--- config.mk ---
export PLATFORM = sky130hd
export DESIGN_NAME = mss_front
export DESIGN_NICKNAME = d
export VERILOG_FILES = /design/src/rtl/mss_pkg.sv /design/src/rtl/mss_front.sv
export SDC_FILE = /design/constraint.sdc
export NUM_CORES = 1
export LEC_CHECK = 0
export BUFFER_PORTS_ARGS = -buffer_cell sky130_fd_sc_hd__buf_2
export CORE_UTILIZATION = 26
export CTS_CLUSTER_DIAMETER = 40
export DETAILED_ROUTE_END_ITERATION = 6
export GPL_TIMING_DRIVEN = 1
export PLACE_DENSITY = 0.62
export SLEW_MARGIN = 20
export SYNTH_ARGS = -nofsm -noshare
export SYNTH_HDL_FRONTEND = slang
export SYNTH_SLANG_ARGS = --single-unit
--- constraint.sdc ---
create_clock -name clk -period 2.2 [get_ports clk]
set_clock_uncertainty 0.2 [all_clocks]
set_input_delay 0.22 -clock clk [delete_from_list [all_inputs] [get_ports clk]]
set_output_delay 0.22 -clock clk [all_outputs]
set_load 0.02 [all_outputs]
--- src/rtl/mss_pkg.sv ---
// types and constants shared by the median-of-sample-set block
// depends on nothing
`default_nettype none

package mss_pkg;

  localparam int unsigned SAMPLE_W = 32;
  localparam int unsigned COUNT_W  = 7;

  // depth of the queue between front and back
  localparam int unsigned QDEPTH = 4;
  localparam int unsigned QAW    = 2;

  typedef struct packed {
    logic signed [SAMPLE_W-1:0] sample;
    logic                       last;
  } in_word_t;

  typedef struct packed {
    logic signed [SAMPLE_W-1:0] median;
    logic [COUNT_W-1:0]         used_count;
    logic                       overflow;
  } out_word_t;

  // word handed from front to back
  typedef struct packed {
    logic signed [SAMPLE_W-1:0] sample;
    logic                       last;
    logic                       keep;
    logic                       ovf;
  } q_word_t;

  typedef enum logic [1:0] {
    ST_LOAD,
    ST_READ,
    ST_DONE
  } back_state_t;

endpackage

`default_nettype wire

--- src/rtl/mss_front.sv ---
// front: takes sample words, counts the set, marks kept and dropped samples
// depends on mss_pkg
`default_nettype none

module mss_front #(
  parameter int unsigned MAX_SAMPLES = 64
) (
  input  wire                logic clk,
  input  wire                logic rst_n,
  input  wire                logic push,
  input  wire mss_pkg::in_word_t   in_data,
  input  wire                logic q_full,
  output logic                     full,
  output logic                     q_push,
  output mss_pkg::q_word_t         q_word
);

  localparam int unsigned CW = $clog2(MAX_SAMPLES + 1);

  logic [CW-1:0] fill_r, fill_nxt;
  logic          drop_r, drop_nxt;
  logic          accept, keep;

  assign full   = q_full;
  assign accept = push && !q_full;
  assign keep   = (fill_r < CW'(MAX_SAMPLES));

  // dropped samples that do not close the set never reach the back
  assign q_push        = accept && (keep || in_data.last);
  assign q_word.sample = in_data.sample;
  assign q_word.last   = in_data.last;
  assign q_word.keep   = keep;
  assign q_word.ovf    = drop_r || !keep;

  always_comb begin
    fill_nxt = fill_r;
    drop_nxt = drop_r;
    if (accept) begin
      if (in_data.last) begin
        fill_nxt = '0;
        drop_nxt = 1'b0;
      end else if (keep) begin
        fill_nxt = fill_r + 1'b1;
      end else begin
        drop_nxt = 1'b1;
      end
    end
  end

  always_ff @(posedge clk) begin
    if (!rst_n) begin
      fill_r <= '0;
      drop_r <= 1'b0;
    end else begin
      fill_r <= fill_nxt;
      drop_r <= drop_nxt;
    end
  end

  a_fill_bound: assert property (@(posedge clk) disable iff (!rst_n)
    fill_r <= CW'(MAX_SAMPLES))
    else $error("front fill count beyond capacity");

  a_drop_when_full: assert property (@(posedge clk) disable iff (!rst_n)
    drop_r |-> (fill_r == CW'(MAX_SAMPLES)))
    else $error("drop flag set with room left");

  a_push_on_accept: assert property (@(posedge clk) disable iff (!rst_n)
    q_push |-> !q_full)
    else $error("push into a full queue");

endmodule

`default_nettype wire

# After elaboration in Yosys (flattened, before gate mapping)

Index checks and enable logic that the tools add are counted.

Flip-flop bits (word level): 8
Output and inout bits: 37
Word-level logic and storage cells: 18

$add $sub $neg: 1
Order comparisons: 1
Equal/unequal tests: 1
Mux-type cells: 4
Reductions and logical operators: 9

Operators with widths:

| cell                  | number |
|---|---|
| $mux W7               | 2 |
| $add A7 B1 Y7 const B | 1 |
| $lt A7 B7 Y1 const B  | 1 |
| $reduce_and A2 Y1     | 2 |
| $logic_and A1 B1 Y1   | 2 |
| $logic_not A1 Y1      | 2 |
| $logic_or A1 B1 Y1    | 2 |
| $mux W1               | 2 |
| $ne A2 B1 Y1 const B  | 1 |
| $reduce_bool A2 Y1    | 1 |

# Depth between registers and ports, before layout

Depth in word-level cells: 3
Mapped depth: 4

# Worst setup path before layout

OpenSTA, ideal clock, no wires.

Path kind: register to register
From: reg fill_r[0]
To: reg fill_r[2]
Arrival: 1.156 ns
Required time: 1.930 ns
Slack: 0.774 ns
Stages on the path, launching flop included: 5
Path buffers: 0
Period minus slack after synthesis: 1.426 ns
Cells stage by stage: dfxtp_1 > ha_1 > inv_1 > or4_1 > a21oi_1

Longest elaborated chain between the ends: 3

RTL lines:

| item                                                 | RTL line                         | text |
|---|---|---|
| from (decl)                                          | mss_front.sv:20                  | `logic [CW-1:0] fill_r, fill_nxt;` |
| from (signal assigned)                               | mss_front.sv:55                  | `fill_r <= fill_nxt;` |
| $add A7 B1 Y7 / $lt A7 B7 Y1 (equally long branches) | mss_front.sv:43, mss_front.sv:26 |  |
| $mux W7 / $reduce_bool A2 Y1 (equally long branches) | n/a                              |  |
| $mux W7 / $reduce_and A2 Y1 (equally long branches)  | n/a                              |  |

Several ways; a longest one is shown, not always the timed one. The select of a mux whose other input is x is not followed.
A chain may end at the register's enable or synchronous reset.

# Final worst setup path

From: reg fill_r[6]
To: out q_push

Longest elaborated chain between the ends: 3

RTL lines:

| item                | RTL line        | text |
|---|---|---|
| $lt A7 B7 Y1        | mss_front.sv:26 | `assign keep = (fill_r < CW'(MAX_SAMPLES));` |
| $logic_or A1 B1 Y1  | mss_front.sv:29 | `assign q_push = accept && (keep \|\| in_data.last);` |
| $logic_and A1 B1 Y1 | mss_front.sv:29 |  |
| to (decl)           | mss_front.sv:14 | `output logic q_push,` |

No other way between the ends.

==> results by group <==
Detailed routing
  • Via count of the routed design: 433
  • Detailed-router iteration count before antenna repair: 4
  • Antenna violation net count after detailed routing: 0
  • Post-detailed-routing wire length: 1024 um
  • Number of remaining DRC errors: 0
  • Count of routing violations after the opening detailed-route iteration: 4
  • Detail-routed net length per standard cell: 11.25 um
  • Average vias per placed instance: 4.758

Synthesis
  • Async set-reset flop share out of synthesis: 0%
  • Sequential element share of the synthesized area: 22.90%
  • Post-Syn Instances: 87
  • Net count of the mapped netlist: 125
  • Main synth FF type: sky130_fd_sc_hd__dfxtp_1
  • Number of distinct library cell variants in the gate-level netlist after synthesis: 20
  • Synth Area per Inst: 8.039 sq um
  • Synthesized area: 699.4 sq um
  • Yosys warning count: 0
  • EDFF count, synth: 0
  • Number of register bits inferred by synthesis: 8

STA
  • Max-slew violation total from the final report: 0
  • Number of setup violations in the final report: 0
  • Worst rel slew slack: 68.73%
  • Worst hold slack: about 0.095 ns
  • RSZ-0062 raised after global routing: false
  • Ratio of final minimum period to clock period: about four fifths
  • Post-layout min period: around 1.7 ns
  • Tightest Pin Transition: 0.4681 ns
  • Highest achievable clock rate: 0.5796 GHz
  • Setup TNS after final layout: 0 ns
  • Fin. Hold Viols: 0

Place
  • Cell count after placement: 88
  • Cell area after placement: between 500 and 600 sq um
  • Port-buffer cells: 9
  • Detailed placement HPWL: roughly 790 um
  • Weighted congestion reported at the end of routability-driven placement: 0.8263

Setup path
  • Worst EP arrival: about 1.3 ns
  • Crit-path cells: nor2b_1 -> nor2_1 -> buf_2
  • Max incr delay on CP: 0.43 ns
  • Buffers and inverters on the worst path: 1
  • Worst Setup End Kind: output pin
  • Data required time of the worst path: between 1.5 and 2 ns
  • Startpoint-to-endpoint class of the critical path: reg -> out
  • Family with the most delay on the worst path: simple AND/OR/NAND/NOR gates
  • FF-to-FF setup slack: between 0.7 and 0.8 ns
  • Sort of element at the start of the critical path: flop
  • Max stage delay cell, worst path: sky130_fd_sc_hd__nor2b_1
  • Worst-path maximum fanout: 8

Finish
  • Area overhead of the layout relative to synthesis: -25.22%
  • Net count reported at finish: 101
  • Diode insertion count for antenna repair: 0
  • Commonest non-fill, non-tap cell in the layout: sky130_fd_sc_hd__buf_2
  • Filler-free cell count of the finished design: 91
  • Fraction of final layout cells with drive strength greater than 1: 22.95%
  • Fill cell total of the finished layout: 278
  • Commonest cells after routing, fill and taps aside: sky130_fd_sc_hd__buf_2 (9), sky130_fd_sc_hd__dfxtp_1 (8), sky130_fd_sc_hd__nand3b_1 (5), sky130_fd_sc_hd__nand3_1 (5), sky130_fd_sc_hd__nand2_1 (4)
  • Post-route cell area: 523.0 sq um

GRT
  • Remaining global-route overflow: 0
  • Total GRT Usage: roughly 7.3%
  • Maximum number of pins on one net before global-route repair: 10
  • Global-route wire length before repair: 1442 um
  • Antenna violations before repair: 0
  • Via count of the first global-routing pass: 355

Pwr
  • Worst vdd ir: about 0.19 mV
  • Leakage power: 0.1875 nW
  • Ratio of total power to cell area: 548.7 nW/um^2

Clock network
  • CTS H-tree lvls: 1
  • Total clock buffers created by CTS: 3
  • Insertion delay of the later-clocked pin in the worst-skew pair: around 0.25 ns
  • Post-cts repair resize count: 0
  • Post-CTS Repair Setup Buffers: 0
  • Cts hold-fix bufs: 0
  • Clock sinks: 8
  • Worst-path clk slew: 0.06 ns
  • Clock root buffer: sky130_fd_sc_hd__clkbuf_4
  • Clock Path Buffers: 2
  • Clock tree from TritonCTS: yes

Min path
  • Tightest Hold Check Type: in -> reg

Job
  • Max-cap violations: 0

Die
  • Floorplan Core Area: about 2500 sq um
  • Total die area: between 2000 and 3000 sq um
  • Die height: approximately 54 um
  • Ports placed on the boundary: 74
  • Die width: 53.87 um
  • Cell row count: 18
  • Initial standard-cell utilization of the core: 27.98%

Status
  • Status: finished clean
-- worst reg2reg max path, cell delays in order (launching register included) --
cell and delay [ns]:
sky130_fd_sc_hd__dfxtp_1 0.36, sky130_fd_sc_hd__ha_1 0.17, sky130_fd_sc_hd__inv_1 0.06, sky130_fd_sc_hd__or4_1 0.49, sky130_fd_sc_hd__a21oi_1 0.14
-- synthesized netlist by cell type, types with 2 or more instances --
library cell	number	area share, %
sky130_fd_sc_hd__a21boi_0	2	2.1
sky130_fd_sc_hd__a21oi_1	2	1.4
sky130_fd_sc_hd__buf_4	35	38
sky130_fd_sc_hd__clkbuf_1	2	1.1
sky130_fd_sc_hd__dfxtp_1	8	23
sky130_fd_sc_hd__inv_1	3	1.6
sky130_fd_sc_hd__mux2i_1	3	4.3
sky130_fd_sc_hd__nand2_1	4	2.1
sky130_fd_sc_hd__nand3_1	5	3.6
sky130_fd_sc_hd__nand3b_1	5	5.4
sky130_fd_sc_hd__nor2_1	3	1.6
sky130_fd_sc_hd__nor2b_1	3	2.7
sky130_fd_sc_hd__nor4_1	3	2.7
sky130_fd_sc_hd__o21ai_0	2	1.4
sky130_fd_sc_hd__o31ai_1	2	2.1
-- power by group --
group,internal (mW),switching [mW],leakage [nW]
clock network,0.0624,0.0498,0.0138
registers,0.146,0.000842,0.0645
logic,0.0105,0.0174,0.109
total,0.219,0.0680,0.187
-- per-stage QoR --
step	setup WS [ns]	total power [mW]	utilization (%)
2_1_floorplan	0.7740	0.2568	-
3_3_place_gp	0.7431	0.1772	20.02
3_5_place_dp	0.7126	0.1779	20.02
4_1_cts	0.4520	0.2921	20.92
5_1_grt	0.3808	0.3041	20.92
6_report	0.4745	0.2870	20.92
-- sequential cells by signal, summed over array words and instances (netlist names) --
register / flops
fill_r: 7
drop_r: 1
-- cell families after synthesis --
kind of cell | count (synthesis) | share of synthesized area, %
and+or+nand+nor | 26 | 22.00
DFF | 8 | 22.90
muxes | 3 | 4.294
AOI/OAI and AO/OA | 8 | 7.154
buffers and inverters | 41 | 41.86
adders and majority gates | 1 | 1.789
-- final cells by class --
type | instances | area [sq um] | area share [%]
Clock buffer | 3 | 22.52 | 4.306
Sequential cell | 8 | 160.2 | 30.62
Multi-Input combinational cell | 38 | 246.5 | 47.13
Tap cell | 30 | 37.54 | 7.177
Inverter | 3 | 11.26 | 2.153
Timing Repair Buffer | 9 | 45.04 | 8.612
-- final timing paths --
check,cells after the start,to,startpoint
setup / recovery,3,q_push,fill_r[6]
hold / removal,2,fill_r[1],rst_n
hold reg to reg,2,drop_r,drop_r
setup reg to reg,4,fill_r[2],fill_r[0]
-- routing by layer --
layer | up-vias | wire, um | track usage [%] | part of all wire, %
li1 | 204 | - | - | -
met1 | 187 | 376 | 6.822 | 37
met4 | 0 | 50 | 5.702 | 4.9
met2 | 26 | 433 | 9.877 | 42
met5 | - | 0 | 0 | 0
met3 | 16 | 163 | 6.497 | 16
Note: power is estimated with default switching activity, not from simulation.
