## src/rtl/mss_pkg.sv

```systemverilog
// types and constants shared by the median-of-sample-set block
// depends on nothing
`default_nettype none

package mss_pkg;

  localparam int unsigned SAMPLE_W = 32;
  localparam int unsigned COUNT_W  = 7;

  // depth of the queue between front and back
  localparam int unsigned QDEPTH = 4;
  localparam int unsigned QAW    = 2;

  typedef struct packed {
    logic signed [SAMPLE_W-1:0] sample;
    logic                       last;
  } in_word_t;

  typedef struct packed {
    logic signed [SAMPLE_W-1:0] median;
    logic [COUNT_W-1:0]         used_count;
    logic                       overflow;
  } out_word_t;

  // word handed from front to back
  typedef struct packed {
    logic signed [SAMPLE_W-1:0] sample;
    logic                       last;
    logic                       keep;
    logic                       ovf;
  } q_word_t;

  typedef enum logic [1:0] {
    ST_LOAD,
    ST_READ,
    ST_DONE
  } back_state_t;

endpackage

`default_nettype wire

```

## src/rtl/mss_fifo.sv

```systemverilog
// short register queue between front and back
// depends on mss_pkg
`default_nettype none

module mss_fifo (
  input  wire                logic clk,
  input  wire                logic rst_n,
  input  wire                logic push,
  input  wire mss_pkg::q_word_t    wr_word,
  output mss_pkg::q_word_t         rd_word,
  input  wire                logic pop,
  output logic                     full,
  output logic                     empty
);

  mss_pkg::q_word_t mem_r [mss_pkg::QDEPTH];
  logic [mss_pkg::QAW-1:0] wptr_r, wptr_nxt;
  logic [mss_pkg::QAW-1:0] rptr_r, rptr_nxt;
  logic [mss_pkg::QAW:0]   count_r, count_nxt;
  logic do_push, do_pop;

  assign full    = (count_r == (mss_pkg::QAW+1)'(mss_pkg::QDEPTH));
  assign empty   = (count_r == '0);
  assign do_push = push && !full;
  assign do_pop  = pop && !empty;
  assign rd_word = mem_r[rptr_r];

  always_comb begin
    wptr_nxt  = do_push ? wptr_r + 1'b1 : wptr_r;
    rptr_nxt  = do_pop ? rptr_r + 1'b1 : rptr_r;
    count_nxt = count_r;
    if (do_push && !do_pop) begin
      count_nxt = count_r + 1'b1;
    end else if (do_pop && !do_push) begin
      count_nxt = count_r - 1'b1;
    end
  end

  always_ff @(posedge clk) begin
    if (!rst_n) begin
      wptr_r  <= '0;
      rptr_r  <= '0;
      count_r <= '0;
    end else begin
      wptr_r  <= wptr_nxt;
      rptr_r  <= rptr_nxt;
      count_r <= count_nxt;
    end
  end

  always_ff @(posedge clk) begin
    if (do_push) begin
      mem_r[wptr_r] <= wr_word;
    end
  end

  a_count_bound: assert property (@(posedge clk) disable iff (!rst_n)
    count_r <= (mss_pkg::QAW+1)'(mss_pkg::QDEPTH))
    else $error("queue count beyond depth");

  a_ptr_track: assert property (@(posedge clk) disable iff (!rst_n)
    full |-> (wptr_r == rptr_r))
    else $error("queue full with pointers apart");

  a_empty_ptrs: assert property (@(posedge clk) disable iff (!rst_n)
    empty |-> (wptr_r == rptr_r))
    else $error("queue empty with pointers apart");

endmodule

`default_nettype wire

```

## config.mk

```make
export PLATFORM = sky130hd
export DESIGN_NAME = mss_fifo
export DESIGN_NICKNAME = d
export VERILOG_FILES = /design/src/rtl/mss_pkg.sv /design/src/rtl/mss_fifo.sv
export SDC_FILE = /design/constraint.sdc
export NUM_CORES = 1
export LEC_CHECK = 0
export BUFFER_PORTS_ARGS = -buffer_cell sky130_fd_sc_hd__buf_2
export CAP_MARGIN = 20
export CORE_ASPECT_RATIO = 1.25
export CORE_UTILIZATION = 45
export DETAILED_ROUTE_END_ITERATION = 8
export PLACE_DENSITY_LB_ADDON = 0.12
export SLEW_MARGIN = 40
export SYNTH_ARGS = -nofsm -noshare
export SYNTH_HDL_FRONTEND = slang
export SYNTH_SLANG_ARGS = --single-unit
```

## constraint.sdc

```tcl
create_clock -name clk -period 4.6 [get_ports clk]
set_clock_uncertainty 0.15 [all_clocks]
set_input_delay 0.46 -clock clk [delete_from_list [all_inputs] [get_ports clk]]
set_output_delay 0.46 -clock clk [all_outputs]
set_load 0.02 [all_outputs]
```

## After elaboration in Yosys (flattened, before gate mapping)

Memories as Yosys holds them, arrays and structs flattened. A register that Yosys moved wholly into a read port is not among the register bits.
Cells that the tools add are included.

- $add $sub $neg: 4
- Multiply operators: 0
- Div/mod/pow operators: 0
- $lt $le $gt $ge: 0
- Equality and inequality tests: 1
- Shifts and indexed selects: 0
- Muxes and demuxes: 6
- Bitwise logic cells: 0
- Reductions and logical operators: 10

Operator list:

| kind | count |
|---|---|
| 3-bit 2-to-1 mux | 2 |
| 2-bit by 1-bit adder with 2-bit output (second input constant) | 2 |
| 1-bit logical AND | 4 |
| 1-bit zero test | 4 |
| 2-bit 2-to-1 mux | 2 |
| 3-bit by 1-bit adder with 3-bit output (second input constant) | 1 |
| 3-bit == test (second input constant) | 1 |
| 3-bit zero test | 1 |
| 3-bit by 1-bit subtractor with 3-bit output (second input constant) | 1 |
| 1-bit 2-to-1 mux | 2 |
| 2-bit nonzero test | 1 |

- Bits in registers: 7
- Latch bits: 0
- Bits in writable memories: 140
- Bits in read-only memories: 0
- Input port bits: 39
- Output and inout bits: 37
- Word-level logic and storage cells: 25
- Memories kept: 1

Memories:

| memory | depth | width | read ports | clocked after Yosys merged registers in | write ports | RTL line | RTL |
|---|---|---|---|---|---|---|---|
| mem_r | 4 | 35 | 1 | 1 | 1 | mss_fifo.sv:16 | `mss_pkg::q_word_t mem_r [mss_pkg::QDEPTH];` |

## Logic depth before layout (Yosys ltp)

Gate-level depths: netlist (run 1).

- Depth in word-level cells: 7
- Mapped depth: 9
- Gate-level depth less buffers: 8

## Worst setup path after synthesis (run 1)

Ideal clock, no wire load.

- Path type: flip-flop to flip-flop
- Start: reg count_r[0] in the netlist's numbering
- End: mem mem_r[0][0] in the netlist's numbering, enable pin
- Library setup time: 0.395 ns
- Arrival time: 1.731 ns
- Required time: 4.055 ns
- Slack: 2.324 ns
- Stages on the path, launching flop included: 5
- Path buffers: 1
- Period minus slack after synthesis: 2.276 ns
- Path through: dfxtp_1 > nor3b_2 > nor2b_1 > buf_6 > and2_1

- Cells in the longest elaborated chain, start to end: 5

RTL lines:

| what | RTL line | RTL |
|---|---|---|
| from (decl) | mss_fifo.sv:19 | `logic [mss_pkg::QAW:0] count_r, count_nxt;` |
| from (signal assigned) | mss_fifo.sv:47 | `count_r <= count_nxt;` |
| 3-bit == test | mss_fifo.sv:22 | `assign full = (count_r == (mss_pkg::QAW+1)'(mss_pkg::QDEPTH));` |
| named net full | mss_fifo.sv:12 | `output logic full,` |
| 1-bit zero test | mss_fifo.sv:24 | `assign do_push = push && !full;` |
| 1-bit logical AND | mss_fifo.sv:24 |  |
| named net do_push | mss_fifo.sv:20 | `logic do_push, do_pop;` |
| 1-bit 2-to-1 mux | mss_fifo.sv:52 | `if (do_push) begin` |
| 1-bit 2-to-1 mux (implied by the code) | mss_fifo.sv:53 | `mem_r[wptr_r] <= wr_word;` |
| to (decl) | mss_fifo.sv:16 |  |

The timed path passes the listed nets, and every way through them passes these cells.

==> results.toml, run 1 <==
[status]
status = "finished clean"

[placed_design]
gp_congestion = 0.656
dp_hpwl_um = 5210
place_area_mm2 = 0.00609
portBuffers = 75

[critical_path]
path_class = "register to output port"
crit_fanout = 23
slowest_stage = "dfxtp_4"
crit_buf_inv = 2
critPathMaxStageDelay_ns = 0.64
cp.arrival_ns = 2.17
cp_top_family = "flip-flops"
path_cells = "buf_4, mux4_2, buf_2"
cp.required_ns = 3.99
cp-start-kind = "register"
worst_setup_path_end_kind = "output port"

[global_routing]
grt_overflow = 0
grt_pass1_vias = 2674
grt_pass1_wl_um = 14400
antenna_found_initial = 0
grt_use_total_pct = 16.1
grt_max_degree = 36

[drt]
drc = 0
drt_pre_antenna_iters = 4
ant_nets = 0
vias = 2484
via_per_inst = 5.04
wl_um = 9200
wl_per_cell_um = 18.7
drtIter0Drc = 93

[timing]
rsz0062_at_grt = "false"
worst_slew_pin_slew_ns = 0.590
fmax_mhz = 360
hold_ws_ns = 0.107
hold_viol = 0
setup_viol = 0
period_share_pct = 60.5
period_minus_slack_ns = 2.78
setup_tns_ns = 0
timing.max_slew.rel_slack_pct = 60.6
drv_slew = 0

[job]
drv_cap = 0

[yosys]
async_reset_ff_share_pct = 0
synth_cell_types = 25
ys.flop_type = "edfxtp_1"
synth_edf_count = 140
syn_area_mm2 = 0.00559
ys_seq_elements = 149
syn-instance-count = 231
syn_nets = 276
yosysWarnings = 0
ys_seq_area_share_pct = 78.4
syn_area_per_cell_um2 = 24.2

[clocking]
hold_buffers = 0
cts.sinks = 149
clk_latency_ns = 0.41
clk_pin_slew_ns = 0.06
htree_levels = 4
clockRootBuffer = "clkbuf_16"
cts_tree = "done"
clk_path_buf_depth = 2
cts-resized-gates = 0
numCtsBuffers = 17
postCtsSetupRepairBufs = 0

[cells_and_area]
nets = 361
num_antenna_cells = 0
drive_gt1_share_pct = 42.9
area_delta_synth_final_pct = 19.4
design_area_mm2 = 0.00668
mostFrequentLayoutCell = "edfxtp_1"
final_cell_mix = "edfxtp_1, buf_2, mux4_2, clkbuf_16, dfxtp_1"

[floorplan]
core_area_mm2 = 0.0121
die-area_mm2 = 0.0129
initial_utilization_pct = 46.2
die_h_um = 127
io_pins = 76
die_w_um = 102
num_rows = 45

[power_and_ir_drop]
vdd_drop_max_uv = 298
powerDensity_mw_per_mm2 = 599
power_leakage_nw = 2.29

[hold_path]
hp-class = "input pin to register"
## flip-flops by register name, indices dropped and copies added, names as in the netlist, named ones only
signal,flops
mem_r,140
wptr_r,2
count_r,3
rptr_r,2
## where the power goes
group          switching, mW  total (mW)  internal (mW)
Sequential             0.123        1.78           1.65
Clock                  0.508        1.36          0.850
Combinational          0.463       0.864          0.401
## stage by stage
step	power, mW	cells	util, %	worst slack, ns
final	4.00	493	55.2	1.82
after global routing	4.17	493	55.2	1.65
after CTS	4.06	493	55.2	1.43
after detailed placement	2.69	461	50.3	1.88
after global placement	2.68	461	50.2	1.91
after floorplan	2.46	231	-	2.32
## synthesized netlist by cell type, drive strengths merged, types with 2 or more instances
cell	count	area [um2]
buf	8	97.6
nor2b	2	12.5
edfxtp	140	4200
dfxtp	9	180
and2	8	50.1
ha	5	62.6
nand2	4	15.0
mux2i	3	30.0
inv	3	11.3
mux4	35	807
clkbuf	2	8.75
xnor2	3	26.3
## layer usage
layer | vias to the layer above | part of all wire (%) | track usage (%)
met2 | 62 | 50 | 25.5
li1 | 1139 | - | -
met3 | 17 | 5.1 | 5.90
met5 | - | 0 | 0
met4 | 0 | 1.8 | 7.16
met1 | 1266 | 43 | 19.7
## cell type report
type	instances	area, um2
well taps	164	205
multi-input cells	69	1100
inverters	3	11.3
repair buffers	76	383
clock inverters	13	155
fillers	921	5430
clock buffers	19	433
flip-flops and latches	149	4390
## worst register-to-register path, delay by kind of cell, from the launching register on
family	cells	cell delay [ns]
and+or+nand+nor	3	0.87
DFF	1	0.49
buffers and inverters	1	0.07
xor gates and xnor gates	1	0.16
adders and majority gates	2	0.67
AOI/OAI and AO/OA	1	0.19
## worst paths after layout
path,startpoint,endpoint,slack (ns),cells past startpoint
hold / removal,wr_word[10],mem_r[0][10],0.11,1
setup / recovery,register,rd_word[23],1.82,3
hold reg to reg,wptr_r[0],wptr_r[0],0.35,2
setup reg to reg,count_r[0],count_r[2],1.92,8
## cell families after synthesis
| kind of cell | count (synthesis) | share of synthesized area [%] |
|---|---|---|
| flip-flops | 149 | 78.4 |
| buffers and inverters | 13 | 2.10 |
| multiplexers | 38 | 15.0 |
| AND/OR/NAND/NOR | 17 | 1.81 |
| adder cells (fa/ha/maj) | 6 | 1.48 |
| XOR/XNOR | 4 | 0.627 |
| AO/OA/AOI/OAI | 4 | 0.604 |
No activity file was read; power rests on OpenSTA's default activity.
==> inputs of run 2 (changes only) <==
- clock period: 4.6 -> 2.4 ns (I/O delays scaled with it)
==> run 2 against run 1 <==
  * Via count up 7.3%
  * Worst hold slack worse by 0.076 ns
  * Combinational power up 120%
  * Flip-flop and latch count unchanged
  * Clock power up 84%
  * Critical path type unchanged
  * Total power up 92%
  * Global-route usage up 0.41 points
  * Wire length up 3.0%
  * Utilization up 3.5 points
==> results.toml, run 2 (same netlist as run 1, synthesis figures left out) <==
[hold_path]
holdPathStages = 2
hp-class = "input pin to register"

[floorplan]
die_h_um = 127
die-area_mm2 = 0.0129
initial_utilization_pct = 46.2
io_pins = 76
core_area_mm2 = 0.0121
die_w_um = 102
num_rows = 45

[drt]
drtIter0Drc = 93
drc = 0
wl_per_cell_um = 17.6
wl_um = 9480
via_per_inst = 4.95
ant_nets = 0
drt_pre_antenna_iters = 4
vias = 2666

[critical_path]
worst_setup_path_end_kind = "output port"
reg2reg_depth = 8
path_class = "register to output port"
cp.required_ns = 2.01
cp.arrival_ns = 1.86
crit_fanout = 35
cp-start-kind = "register"

[timing]
fmax_mhz = 444
drv_slew = 0
setup_viol = 0
rsz0062_at_grt = "false"
timing.max_slew.rel_slack_pct = 78.6
hold_viol = 0
period_minus_slack_ns = 2.25
period_share_pct = 93.9
setup_tns_ns = 0
worst_slew_pin_slew_ns = 0.316

[global_routing]
grt_overflow = 0
grt_use_total_pct = 16.5
grt_max_degree = 36
grt_pass1_wl_um = 15000
antenna_found_initial = 0
grt_pass1_vias = 2833

[cells_and_area]
design_area_mm2 = 0.00711
reg_top3 = "mem_r x140, count_r x3"
drive_gt1_share_pct = 41.9
largest_reg_flops = 140
area_delta_synth_final_pct = 27.1
nets = 407
largest-register = "mem_r"
mostFrequentLayoutCell = "edfxtp_1"
final_cell_mix = "edfxtp_1, buf_2, dlygate4sd3_1, mux4_2, clkbuf_16"
num_antenna_cells = 0

[placed_design]
dp_hpwl_um = 5640
gp_congestion = 0.668
place_area_mm2 = 0.00619
portBuffers = 75

[clocking]
postCtsSetupRepairBufs = 0
htree_levels = 4
clk_path_buf_depth = 2
clk_pin_slew_ns = 0.06
cts_tree = "done"
numCtsBuffers = 17
clk_latency_ns = 0.40
clockRootBuffer = "clkbuf_16"
cts.sinks = 149

[job]
drv_cap = 0

[status]
status = "finished clean"

[power_and_ir_drop]
powerDensity_mw_per_mm2 = 1080
vdd_drop_max_uv = 686
power_leakage_nw = 2.48
-- run 2: cell count changes in the layout (fill, tap and decap cells not counted) --
cell / delta
dlygate4sd3_1: +35
buf_4: +9
and2_2: +4
and2_4: -4
dfxtp_2: +4
clkinv_1: -3
clkinv_2: +3
clkinvlp_4: +3
buf_12: +2
dfxtp_1: -2
dfxtp_4: -2
bufinv_16: -1
clkinv_4: -1
inv_6: -1
-- run 2: worst paths after layout --
path / start / endpoint / slack (ns)
min: rst_n / count_r[1] / 0.03
max: register / rd_word[30] / 0.15
max reg2reg: count_r[2] / count_r[2] / 0.21
min reg2reg: wptr_r[1] / wptr_r[1] / 0.36
-- run 2: repair_timing --
item,CTS,global route
gates resized for setup,0,2
hold endpoints to repair,140,0
endpoints found under the setup margin,0,1
hold buffers,35,0
-- run 2: routing by layer --
| metal | up-vias | part of all wire, % | track usage, % |
|---|---|---|---|
| li1 | 1232 | - | - |
| met1 | 1369 | 43 | 20.0 |
| met2 | 55 | 52 | 27.3 |
| met3 | 10 | 3.5 | 5.23 |
| met4 | 0 | 1.3 | 6.65 |
| met5 | - | 0 | 0 |
-- run 2: worst max-delay path: stages, from the launching register on --
cell and delay, ns:
dfxtp_2 0.34, buf_12 0.28, mux4_1 0.64, buf_2 0.19
-- run 2: area by class of cell --
type	count	area, um2
multi-input cells	69	1090
fillers	922	5000
clock inverters	13	134
well taps	164	205
repair buffers	122	841
inverters	3	11.3
flip-flops and latches	149	4390
clock buffers	19	433
-- run 2: power by group --
part | switching (mW) | internal (mW)
clock | 0.976 | 1.52
combinational | 1.05 | 0.857
sequential | 0.0979 | 3.16
-- run 2: stage by stage --
step                      total power [mW]  hold slack [ns]  worst slack [ns]  util, %  std cells
after CTS                             7.78           0.0163            0.0935     58.7        539
after global routing                  8.02           0.0299           0.00169     58.7        539
after detailed placement              5.22            0.306             0.148     51.1        472
final                                 7.67           0.0306             0.147     58.7        539
after floorplan                       4.71            0.189             0.124        -        231
after global placement                5.20            0.300             0.248     51.1        472
==> inputs of run 3 (changes only) <==
- CTS_BUF_LIST: default -> sky130_fd_sc_hd__clkbuf_2
==> run 3 against run 2 <==
  * Total power down 8.7%
  * Register-to-register slack worse by 0.02 ns
  * Cell count up 2.4%
  * Worst setup slack worse by 0.14 ns
  * Highest routed layer unchanged
  * Sequential power about the same
  * Wire length up 3.9%
  * Via count up 1.6%
  * Critical path depth up 1
  * Utilization down 0.35 points
  * Fmax down 6.0%
==> results.toml, run 3 (same netlist as run 1, synthesis figures left out) <==
[floorplan]
initial_utilization_pct = 46.2
die-area_mm2 = 0.0129
io_pins = 76
die_w_um = 102
core_area_mm2 = 0.0121
die_h_um = 127
num_rows = 45

[timing]
final.setup.worst_slack_ns = 0.00247
hold_viol = 0
worst_slew_pin_slew_ns = 0.406
rsz0062_at_grt = "true"
drv_slew = 0
period_share_pct = 99.9
period_minus_slack_ns = 2.40
timing.max_slew.rel_slack_pct = 73.0
fmax_mhz = 417
setup_viol = 0

[critical_path]
r2r-start = "count_r[1]"
cp-start-kind = "register"
cp_top_family = "multiplexers"
crit_buf_inv = 3
slowest_stage = "mux4_2"
rr_endpoint = "count_r[2]"
critPathMaxStageDelay_ns = 0.51
rrSetupSlack_ns = 0.19
cp.required_ns = 2.01
cp.arrival_ns = 2.01
path_cells = "buf_12, buf_12, mux4_2, buf_6"
cpMostUsedCell = "buf_12"
path_class = "register to output port"
crit_fanout = 6
reg2reg_depth = 7
worst_setup_path_end_kind = "output port"

[power_and_ir_drop]
swShare_pct = 30.0
clkPwrFrac_pct = 19.0
seqPwrFrac_pct = 46.8
p_sw_mw = 2.10
p_int_mw = 4.90
vdd_drop_max_uv = 536
power_leakage_nw = 2.46
p_comb_share_pct = 34.2
p_total_mw = 7.00
powerDensity_mw_per_mm2 = 991

[clocking]
clk_latency_ns = 0.63
numCtsBuffers = 17
clk_pin_slew_ns = 0.21
cts_tree = "done"
clk_path_buf_depth = 2
cts.sinks = 149
htree_levels = 4
clockRootBuffer = "clkbuf_2"

[cells_and_area]
largest-register = "mem_r"
mostFrequentLayoutCell = "edfxtp_1"
fill_cells = 937
largest_reg_flops = 140
post-route-util_pct = 58.4
design_area_mm2 = 0.00707
nets = 419
drive_gt1_share_pct = 44.7
final_cell_mix = "edfxtp_1, buf_2, dlygate4sd3_1, mux4_2, buf_6"
fin_cells = 552
area_delta_synth_final_pct = 26.4
reg_top3 = "mem_r x140, count_r x3"

[placed_design]
dp_hpwl_um = 5640
place_area_mm2 = 0.00619
portBuffers = 75
gp_congestion = 0.668
post-place-ws_ns = 0.148
dp.cells = 472

[drt]
drc = 0
wl_um = 9850
ant_nets = 0
wl_per_cell_um = 17.8
vias = 2709
drtIter0Drc = 102
via_per_inst = 4.91
drt_pre_antenna_iters = 5

[hold_path]
hp-class = "input pin to register"
holdPathEnd = "mem_r[1][19]"
hp-start = "wr_word[19]"
holdPathStages = 2

[global_routing]
grt_pass1_wl_um = 15400
grt_pass1_vias = 2890
grt_max_degree = 22
grt_use_total_pct = 17.0
antenna_found_initial = 1
grt_overflow = 0

[job]
drv_cap = 0

[status]
status = "finished clean"
==> run 3: cell types whose count changed in the layout (fill, tap and decap cells not counted), moves of 2 or more <==
cell,change
buf_12,+4
buf_2,-20
buf_6,+23
clkbuf_1,-2
clkbuf_16,-17
clkbuf_2,+19
dlygate4sd3_1,+4
mux4_1,-5
mux4_2,+5
==> run 3: cell type report <==
cell class | count | area, um2 | area share (%)
antenna | 1 | 2.50 | 0.0354
clock buffer | 19 | 95.1 | 1.35
clock inverter | 13 | 134 | 1.89
inverter | 3 | 11.3 | 0.159
multi-input combinational | 69 | 1080 | 15.3
sequential | 149 | 4390 | 62.2
tap | 164 | 205 | 2.90
timing repair buffer | 134 | 1150 | 16.2
==> run 3: per-layer routing <==
layer / vias to the layer above / routed length (um) / share of wire (%) / GRT usage, %
met4: 0 / 119 / 1.2 / 5.37
met3: 8 / 452 / 4.6 / 5.56
li1: 1253 / - / - / -
met1: 1378 / 4120 / 42 / 20.6
met2: 70 / 5160 / 52 / 28.6
met5: - / 0 / 0 / 0
==> run 3: worst max path at each step <==
stage,to,startpoint,slack (ns),cells after the start
4_1_cts,rd_word[25],register,-0.15,4
5_1_grt,rd_word[25],register,-0.15,3
3_5_place_dp,count_r[2],count_r[0],0.15,8
2_1_floorplan,mem_r[2][0],count_r[0],0.12,4
6_report,rd_word[31],register,0.002,4
3_3_place_gp,count_r[2],count_r[1],0.25,7
==> run 3: per-stage QoR <==
step	TNS (ns)	hold slack (ns)
floorplan	0	0.189
global placement	0	0.300
detailed placement	0	0.306
CTS	-3.78	0.0887
global route	-4.51	0.0919
finish	0	0.175
==> run 3: worst register-to-register path: cells and delay by family, from the launching register on <==
family                   cells  cell delay, ns
adder cells (fa/ha/maj)      2            0.61
AO/OA/AOI/OAI                2            0.48
flip-flops                   1            0.40
AND/OR/NAND/NOR              1            0.30
XOR/XNOR                     1            0.16
buffers and inverters        1            0.06
==> run 3: what timing repair did <==
action / 4_1_cts / 5_1_grt
gates resized for setup: 41 / 13
hold endpoints to repair: 149 / 0
setup buffers: 6 / 1
hold buffers: 39 / 0
endpoints found under the setup margin: 35 / 36
pin swaps: 0 / 0
gates cloned: 2 / 0
==> run 3: power groups by stage <==
| stage | clock network, mW | logic, mW | registers (mW) |
|---|---|---|---|
| floorplan | 0 | 1.42 | 3.29 |
| global placement | 0 | 1.90 | 3.30 |
| CTS | 1.39 | 2.42 | 3.27 |
| global route | 1.48 | 2.57 | 3.31 |
| detailed placement | 0 | 1.90 | 3.32 |
| finish | 1.33 | 2.39 | 3.28 |
